$ cat src/design/rlcm_pkg.sv
package rlcm_pkg;

  localparam int unsigned VALUE_BITS = 32;
  localparam int unsigned CNT_BITS   = $clog2(VALUE_BITS);
  localparam int unsigned PROD_BITS  = 2 * VALUE_BITS;

  typedef logic [VALUE_BITS-1:0] value_t;

endpackage

$ cat src/design/running_lcm_accumulator_core.sv
// Running least common multiple of 32-bit values. Each input transfer folds
// one value into the running LCM and yields one output transfer carrying the
// updated LCM and an overflow flag; on overflow the running value is kept and
// returned unchanged, and a zero input is ignored. A zero input or the first
// value after reset goes straight to the result. Later values go through one
// shared 34-bit subtractor: a restoring divide tests divisibility, and a value
// that divides the running LCM is then done. Otherwise a binary GCD (one
// subtract, shift or swap per cycle), a second divide and a 32x32 multiply
// follow. The input side is not ready while an item is in work; a finished
// result waits in the output register.
module running_lcm_accumulator_core
  import rlcm_pkg::*;
(
  input  logic                  clk_i,
  input  logic                  rst_ni,
  input  logic                  s_axis_tvalid,
  output logic                  s_axis_tready,
  input  logic [VALUE_BITS-1:0] s_axis_tdata,   // [31:0] value
  output logic                  m_axis_tvalid,
  input  logic                  m_axis_tready,
  output logic [VALUE_BITS-1:0] m_axis_tdata,   // [31:0] lcm_out
  output logic                  m_axis_tuser    // [0] overflow
);

  typedef enum logic [2:0] {
    ST_IDLE,
    ST_DIV_TEST,
    ST_GCD,
    ST_DIV_QUOT,
    ST_MUL,
    ST_DONE
  } state_e;

  state_e              state_q;
  value_t              lcm_q;
  logic                has_value_q;
  value_t              x_q;
  value_t              rem_q;
  value_t              quo_q;
  value_t              div_q;
  value_t              a_q;
  value_t              b_q;
  logic [CNT_BITS-1:0] cnt_q;
  logic [CNT_BITS-1:0] shift_q;
  logic                ovf_q;
  logic                out_valid_q;
  value_t              out_data_q;
  logic                out_ovf_q;

  logic [VALUE_BITS:0]   sub_a;
  logic [VALUE_BITS:0]   sub_b;
  logic [VALUE_BITS+1:0] sub_res;
  logic                  borrow;
  value_t                rem_n;
  value_t                quo_n;
  logic [PROD_BITS-1:0]  prod;
  logic                  in_xfer;
  logic                  out_free;

  assign s_axis_tready = (state_q == ST_IDLE);
  assign in_xfer       = s_axis_tvalid && s_axis_tready;
  assign out_free      = !out_valid_q || m_axis_tready;

  always_comb begin
    if (state_q == ST_GCD) begin
      sub_a = {1'b0, a_q};
      sub_b = {1'b0, b_q};
    end else begin
      sub_a = {rem_q, quo_q[VALUE_BITS-1]};
      sub_b = {1'b0, div_q};
    end
  end

  assign sub_res = {1'b0, sub_a} - {1'b0, sub_b};
  assign borrow  = sub_res[VALUE_BITS+1];
  assign rem_n   = borrow ? sub_a[VALUE_BITS-1:0] : sub_res[VALUE_BITS-1:0];
  assign quo_n   = {quo_q[VALUE_BITS-2:0], ~borrow};
  assign prod    = PROD_BITS'(quo_q) * PROD_BITS'(x_q);

  always_ff @(posedge clk_i or negedge rst_ni) begin
    if (!rst_ni) begin
      state_q     <= ST_IDLE;
      lcm_q       <= '0;
      has_value_q <= 1'b0;
      x_q         <= '0;
      rem_q       <= '0;
      quo_q       <= '0;
      div_q       <= '0;
      a_q         <= '0;
      b_q         <= '0;
      ovf_q       <= 1'b0;
      out_valid_q <= 1'b0;
      out_data_q  <= '0;
      out_ovf_q   <= 1'b0;
      cnt_q       <= '0;
      shift_q     <= '0;
    end else begin
      if (state_q == ST_DONE && out_free) begin
        out_valid_q <= 1'b1;
        out_data_q  <= lcm_q;
        out_ovf_q   <= ovf_q;
      end else if (m_axis_tvalid && m_axis_tready) begin
        out_valid_q <= 1'b0;
      end
      unique case (state_q)
        ST_IDLE: begin
          if (in_xfer) begin
            x_q   <= s_axis_tdata;
            ovf_q <= 1'b0;
            if (s_axis_tdata == '0) begin
              state_q <= ST_DONE;
            end else if (!has_value_q || lcm_q == '0) begin
              lcm_q       <= s_axis_tdata;
              has_value_q <= 1'b1;
              state_q     <= ST_DONE;
            end else begin
              rem_q   <= '0;
              quo_q   <= lcm_q;
              div_q   <= s_axis_tdata;
              cnt_q   <= '0;
              state_q <= ST_DIV_TEST;
            end
          end
        end
        ST_DIV_TEST: begin
          rem_q <= rem_n;
          quo_q <= quo_n;
          cnt_q <= cnt_q + 1'b1;
          if (cnt_q == CNT_BITS'(VALUE_BITS - 1)) begin
            if (rem_n == '0) begin
              state_q <= ST_DONE;
            end else begin
              a_q     <= lcm_q;
              b_q     <= x_q;
              shift_q <= '0;
              state_q <= ST_GCD;
            end
          end
        end
        ST_GCD: begin
          priority if (a_q == '0 || b_q == '0) begin
            div_q   <= (a_q | b_q) << shift_q;
            rem_q   <= '0;
            quo_q   <= lcm_q;
            cnt_q   <= '0;
            state_q <= ST_DIV_QUOT;
          end else if (!a_q[0] && !b_q[0]) begin
            a_q     <= a_q >> 1;
            b_q     <= b_q >> 1;
            shift_q <= shift_q + 1'b1;
          end else if (!a_q[0]) begin
            a_q <= a_q >> 1;
          end else if (!b_q[0]) begin
            b_q <= b_q >> 1;
          end else if (!borrow) begin
            a_q <= sub_res[VALUE_BITS-1:0];
          end else begin
            a_q <= b_q;
            b_q <= a_q;
          end
        end
        ST_DIV_QUOT: begin
          rem_q <= rem_n;
          quo_q <= quo_n;
          cnt_q <= cnt_q + 1'b1;
          if (cnt_q == CNT_BITS'(VALUE_BITS - 1)) begin
            state_q <= ST_MUL;
          end
        end
        ST_MUL: begin
          if (prod[PROD_BITS-1:VALUE_BITS] != '0) begin
            ovf_q <= 1'b1;
          end else begin
            lcm_q <= prod[VALUE_BITS-1:0];
          end
          state_q <= ST_DONE;
        end
        ST_DONE: begin
          if (out_free) begin
            state_q <= ST_IDLE;
          end
        end
        default: begin
          state_q <= ST_IDLE;
        end
      endcase
    end
  end

  assign m_axis_tvalid = out_valid_q;
  assign m_axis_tdata  = out_data_q;
  assign m_axis_tuser  = out_ovf_q;

endmodule

$ cat config.mk
export PLATFORM = sky130hd
export DESIGN_NAME = running_lcm_accumulator_core
export DESIGN_NICKNAME = d
export VERILOG_FILES = /design/src/design/rlcm_pkg.sv /design/src/design/running_lcm_accumulator_core.sv
export SDC_FILE = /design/constraint.sdc
export NUM_CORES = 2
export LEC_CHECK = 0
export ABC_CLOCK_PERIOD_IN_PS = 10270
export BUFFER_PORTS_ARGS = -buffer_cell sky130_fd_sc_hd__buf_2
export CAP_MARGIN = 15
export CORE_UTILIZATION = 55
export CTS_BUF_LIST = sky130_fd_sc_hd__clkbuf_4 sky130_fd_sc_hd__clkbuf_8 sky130_fd_sc_hd__clkbuf_16
export CTS_CLUSTER_SIZE = 24
export DETAILED_ROUTE_END_ITERATION = 6
export GPL_ROUTABILITY_DRIVEN = 0
export GPL_TIMING_DRIVEN = 0
export HOLD_SLACK_MARGIN = 0.08
export PLACE_DENSITY_LB_ADDON = 0.3
export SYNTH_ARGS = -nofsm -noshare
export SYNTH_HDL_FRONTEND = slang
export SYNTH_SLANG_ARGS = --single-unit
$ cat constraint.sdc
create_clock -name clk_i -period 10.27 [get_ports clk_i]
set_clock_uncertainty 0.2 [all_clocks]
set_input_delay 0.5135 -clock clk_i [delete_from_list [all_inputs] [get_ports clk_i]]
set_output_delay 0.5135 -clock clk_i [all_outputs]
set_load 0.1 [all_outputs]
==> impl_results.rst <==
.. list-table::
   :header-rows: 1

   * - Metric
     - Value
   * - Max Root-Sink Buffers
     - 3
   * - Min Clock Period, post-route
     - 10.31 ns
   * - DRC errors left
     - 24
   * - Worst setup EP type
     - flop
   * - Total buffers and inverters traversed by the critical path
     - 6
   * - Kind of launch point of the worst setup path
     - flop
   * - Vias
     - 47200
   * - Max_slew headroom
     - 14.2%
   * - End-of-flow core utilization
     - 59.4%
   * - Critical Path AT
     - 10.61 ns
   * - Ys flop type
     - sky130_fd_sc_hd__dfrtp_1
   * - Most used cell along the critical path
     - sky130_fd_sc_hd__fa_1
   * - Clk Latency, worst-skew pair
     - 0.63 ns
   * - Family with the most delay on the worst path
     - adder cells
   * - Horiz. Die Dim
     - 309 µm
   * - Chip Height
     - 309 µm
   * - Row cnt
     - 112
   * - Top post-synthesis cells by area
     - sky130_fd_sc_hd__fa_1 (35%), sky130_fd_sc_hd__dfrtp_1 (13%), sky130_fd_sc_hd__and2_1 (7.6%)
   * - Cell taking the most area after synthesis
     - sky130_fd_sc_hd__fa_1
   * - Avg Inst Size Synth
     - 8.85 µm²
   * - Cell count after synthesis
     - 5846
   * - GRT Resource Usage Total
     - 43.9%
   * - Synth Net Count
     - 7077
   * - Synthesized area
     - 51800 µm²
   * - Post-route antenna net violation count
     - 0
   * - Number of optimization iterations in the first detailed-route pass
     - 7
   * - Path class of the lowest-slack min-delay path
     - in -> reg
   * - Relative area change from synthesis to final layout
     - 7.10%
   * - Vias in the first global route
     - 47400
   * - Number of H-tree levels
     - 1
   * - Post-detailed-placement half-perimeter wirelength
     - 163000 µm
   * - Final hold vios
     - 0
   * - Ports
     - 71
   * - Count leader, synth
     - sky130_fd_sc_hd__fa_1
   * - Worst stage delay on the critical path
     - 0.76 ns
   * - Unrepaired setup endpoints after global routing
     - true
   * - Post-layout net count
     - 7220
   * - Number of antenna violations at the first check in global routing
     - 25
   * - Die outline area
     - 95300 µm²
   * - Clock tree from TritonCTS
     - yes
   * - Placeable core area
     - 93300 µm²
   * - TritonCTS buffer count
     - 31
   * - EDFF count, synth
     - 0
   * - Starting density of the core
     - 55.5%
   * - Worst Min Path Start
     - s_axis_tdata[14]
   * - Register area share after synthesis
     - 13.2%
   * - Remaining global-route overflow
     - 0
   * - Clock-pin transition on the worst setup and hold timing paths
     - 0.07 ns
   * - Run status
     - complete, but fails checks
   * - Final-report setup violation count
     - 19
   * - R2r startpoint
     - x_q[18]$_DFFE_PN0P_
   * - Final setup slack of the worst path
     - -0.0400 ns
   * - Total wire length
     - 206000 µm
   * - Iteration-0 DRC Markers
     - 7168
   * - Number of distinct library cells after synthesis
     - 88
   * - Crit path launch
     - x_q[18]$_DFFE_PN0P_
   * - Data required time of the worst path
     - 10.57 ns
   * - Top cell types by occurrence after synthesis
     - sky130_fd_sc_hd__fa_1 (897), sky130_fd_sc_hd__nand2_1 (821), sky130_fd_sc_hd__inv_1 (802)
   * - Final period utilization
     - 100%
   * - Top-area cell type share of the netlist area
     - 34.7%
   * - Slowest cell on the critical path
     - sky130_fd_sc_hd__dfrtp_1
   * - Violations in the final reports
     - design-rule violations, negative setup slack
   * - Count of input and output buffers
     - 70
   * - Number of clock sinks
     - 273
   * - First-pass GRT wire length
     - 305000 µm
   * - Number of violations of the max-capacitance limit
     - 0
   * - Flop and latch count out of synthesis
     - 273
   * - Number of pins with negative max-slew slack in the final report
     - 0
   * - Critical Setup Path Class
     - reg -> reg
   * - Via-per-instance ratio
     - 6.48
   * - Maximum number of pins on one net before global-route repair
     - 111
   * - Count of yosys warnings during synthesis
     - 0
   * - Highest clock frequency the design can meet
     - 97.0 MHz
   * - Root buffer selected by CTS
     - sky130_fd_sc_hd__clkbuf_16
   * - Asr flop ratio synth
     - 100%
   * - Worst-path maximum fanout
     - 10
   * - Fraction of final layout cells sized beyond drive strength 1
     - 6.59%
   * - Tightest Pin Transition
     - 1.28 ns
   * - Routed length per instance
     - 28.3 µm
[what timing repair did]
item,in CTS,in global routing
setup buffers,0,1
hold endpoints to repair,95,0
hold buffers,32,0
gates resized for setup,19,225
pin swaps,0,1
setup endpoints to repair,33,39
[worst paths after layout]
check | endpoint | slack, ns | cells after the start
worst max-delay path | lcm_q[23]$_DFFE_PN0P_ | -0.04 | 26
worst min-delay path | x_q[14]$_DFFE_PN0P_ | 0.09 | 3
worst max register to register | lcm_q[23]$_DFFE_PN0P_ | -0.04 | 26
worst min register to register | has_value_q$_DFFE_PN0P_ | 0.28 | 1
max in group asynchronous | x_q[25]$_DFFE_PN0P_ | 8.61 | 3
min in group asynchronous | cnt_q[0]$_DFFE_PN0P_ | 0.24 | 2
[metrics by stage]
| stage | setup WS [ns] | TNS, ns | std cells | hold WS [ns] | area, µm² |
|---|---|---|---|---|---|
| 3_5_place_dp | -0.179 | -4.23 | 7174 | 0.257 | 53800 |
| 3_3_place_gp | -0.250 | -6.71 | 7170 | 0.249 | 53700 |
| 6_report | -0.0400 | -0.380 | 7282 | 0.0895 | 55400 |
| 4_1_cts | 0.00365 | 0 | 7263 | 0.0807 | 55200 |
| 2_1_floorplan | 1.86 | 0 | 5846 | 0.0179 | 51800 |
| 5_1_grt | -0.0118 | -0.0193 | 7268 | 0.0971 | 55400 |
[layout make-up]
cell class,count,area [µm²]
Multi-Input combinational cell,4387,40400
Fill cell,8236,37900
Sequential cell,273,6840
Inverter,804,3020
Buffer,382,1640
Tap cell,1254,1570
Clock buffer,44,930
Timing Repair Buffer,110,818
Clock inverter,13,145
Antenna cell,15,37.5
[flip-flops by register name, indices dropped and copies added (netlist names)]
| name | count |
|---|---|
| lcm_q | 32 |
| b_q | 32 |
| x_q | 32 |
| ovf_q | 1 |
| cnt_q | 5 |
| div_q | 32 |
| m_axis_tuser | 1 |
| has_value_q | 1 |
| state_q | 3 |
| shift_q | 5 |
| a_q | 32 |
| m_axis_tvalid | 1 |
| m_axis_tdata | 32 |
| rem_q | 32 |
| quo_q | 32 |
[metal layers]
layer | wire, µm | global-route usage [%]
met1 | 70500 | 55.1
met2 | 82600 | 61.4
met4 | 17500 | 28.6
met5 | 433 | 1.06
met3 | 35400 | 19.1
[cell families after synthesis]
| logic type | Yosys count | synth area share (%) |
|---|---|---|
| and+or+nand+nor | 2013 | 19.3 |
| adders and majority gates | 1195 | 41.9 |
| buffers and inverters | 1186 | 8.72 |
| AOI/OAI and AO/OA | 842 | 10.2 |
| muxes | 279 | 5.63 |
| DFF | 273 | 13.2 |
| xor gates and xnor gates | 58 | 0.981 |
[worst reg2reg max path, cell delays in order (launching register included)]
cell	delay, ns
sky130_fd_sc_hd__dfrtp_1	0.76
sky130_fd_sc_hd__clkbuf_2	0.64
sky130_fd_sc_hd__nand2_1	0.16
sky130_fd_sc_hd__fa_1	0.54
sky130_fd_sc_hd__fa_1	0.55
sky130_fd_sc_hd__inv_1	0.05
sky130_fd_sc_hd__fa_1	0.49
sky130_fd_sc_hd__fa_1	0.54
sky130_fd_sc_hd__fa_1	0.67
sky130_fd_sc_hd__fa_1	0.51
sky130_fd_sc_hd__fa_1	0.52
sky130_fd_sc_hd__fa_1	0.45
sky130_fd_sc_hd__ha_1	0.30
sky130_fd_sc_hd__clkbuf_1	0.29
sky130_fd_sc_hd__nand4_1	0.24
sky130_fd_sc_hd__or4b_2	0.70
sky130_fd_sc_hd__o21ai_0	0.26
sky130_fd_sc_hd__o21ai_0	0.39
sky130_fd_sc_hd__and3_1	0.35
sky130_fd_sc_hd__o31ai_1	0.30
sky130_fd_sc_hd__xor2_1	0.30
sky130_fd_sc_hd__nor4_4	0.08
sky130_fd_sc_hd__buf_4	0.19
sky130_fd_sc_hd__and3_1	0.15
sky130_fd_sc_hd__buf_4	0.15
sky130_fd_sc_hd__buf_6	0.14
sky130_fd_sc_hd__o31a_1	0.26
[placed cells by master (no fill, tap or decap), types with 19 or more instances in the layout]
master / synthesis / final
sky130_fd_sc_hd__a211oi_1: 38 / 38
sky130_fd_sc_hd__a21boi_0: 19 / 19
sky130_fd_sc_hd__a21o_1: 26 / 26
sky130_fd_sc_hd__a21oi_1: 253 / 253
sky130_fd_sc_hd__a22o_1: 23 / 23
sky130_fd_sc_hd__and2_1: 629 / 629
sky130_fd_sc_hd__and3_1: 19 / 19
sky130_fd_sc_hd__buf_2: 22 / 96
sky130_fd_sc_hd__clkbuf_1: 340 / 233
sky130_fd_sc_hd__clkbuf_16: 0 / 31
sky130_fd_sc_hd__clkbuf_2: 0 / 95
sky130_fd_sc_hd__dfrtp_1: 273 / 265
sky130_fd_sc_hd__dlygate4sd3_1: 0 / 32
sky130_fd_sc_hd__fa_1: 897 / 897
sky130_fd_sc_hd__ha_1: 298 / 298
sky130_fd_sc_hd__inv_1: 802 / 802
sky130_fd_sc_hd__mux2_2: 85 / 85
sky130_fd_sc_hd__mux2i_1: 180 / 180
sky130_fd_sc_hd__nand2_1: 821 / 821
sky130_fd_sc_hd__nand3_1: 32 / 32
sky130_fd_sc_hd__nand4_1: 58 / 58
sky130_fd_sc_hd__nor2_1: 202 / 202
sky130_fd_sc_hd__nor3_1: 92 / 92
sky130_fd_sc_hd__nor3b_1: 36 / 36
sky130_fd_sc_hd__nor4_1: 48 / 47
sky130_fd_sc_hd__o211ai_1: 19 / 19
sky130_fd_sc_hd__o21a_1: 27 / 27
sky130_fd_sc_hd__o21ai_0: 230 / 229
sky130_fd_sc_hd__o31a_1: 36 / 36
sky130_fd_sc_hd__xnor2_1: 42 / 42
Power is left out: the tool's default activity adds up to more than one toggle a clock period on the data nets, which glitch-free logic cannot reach.
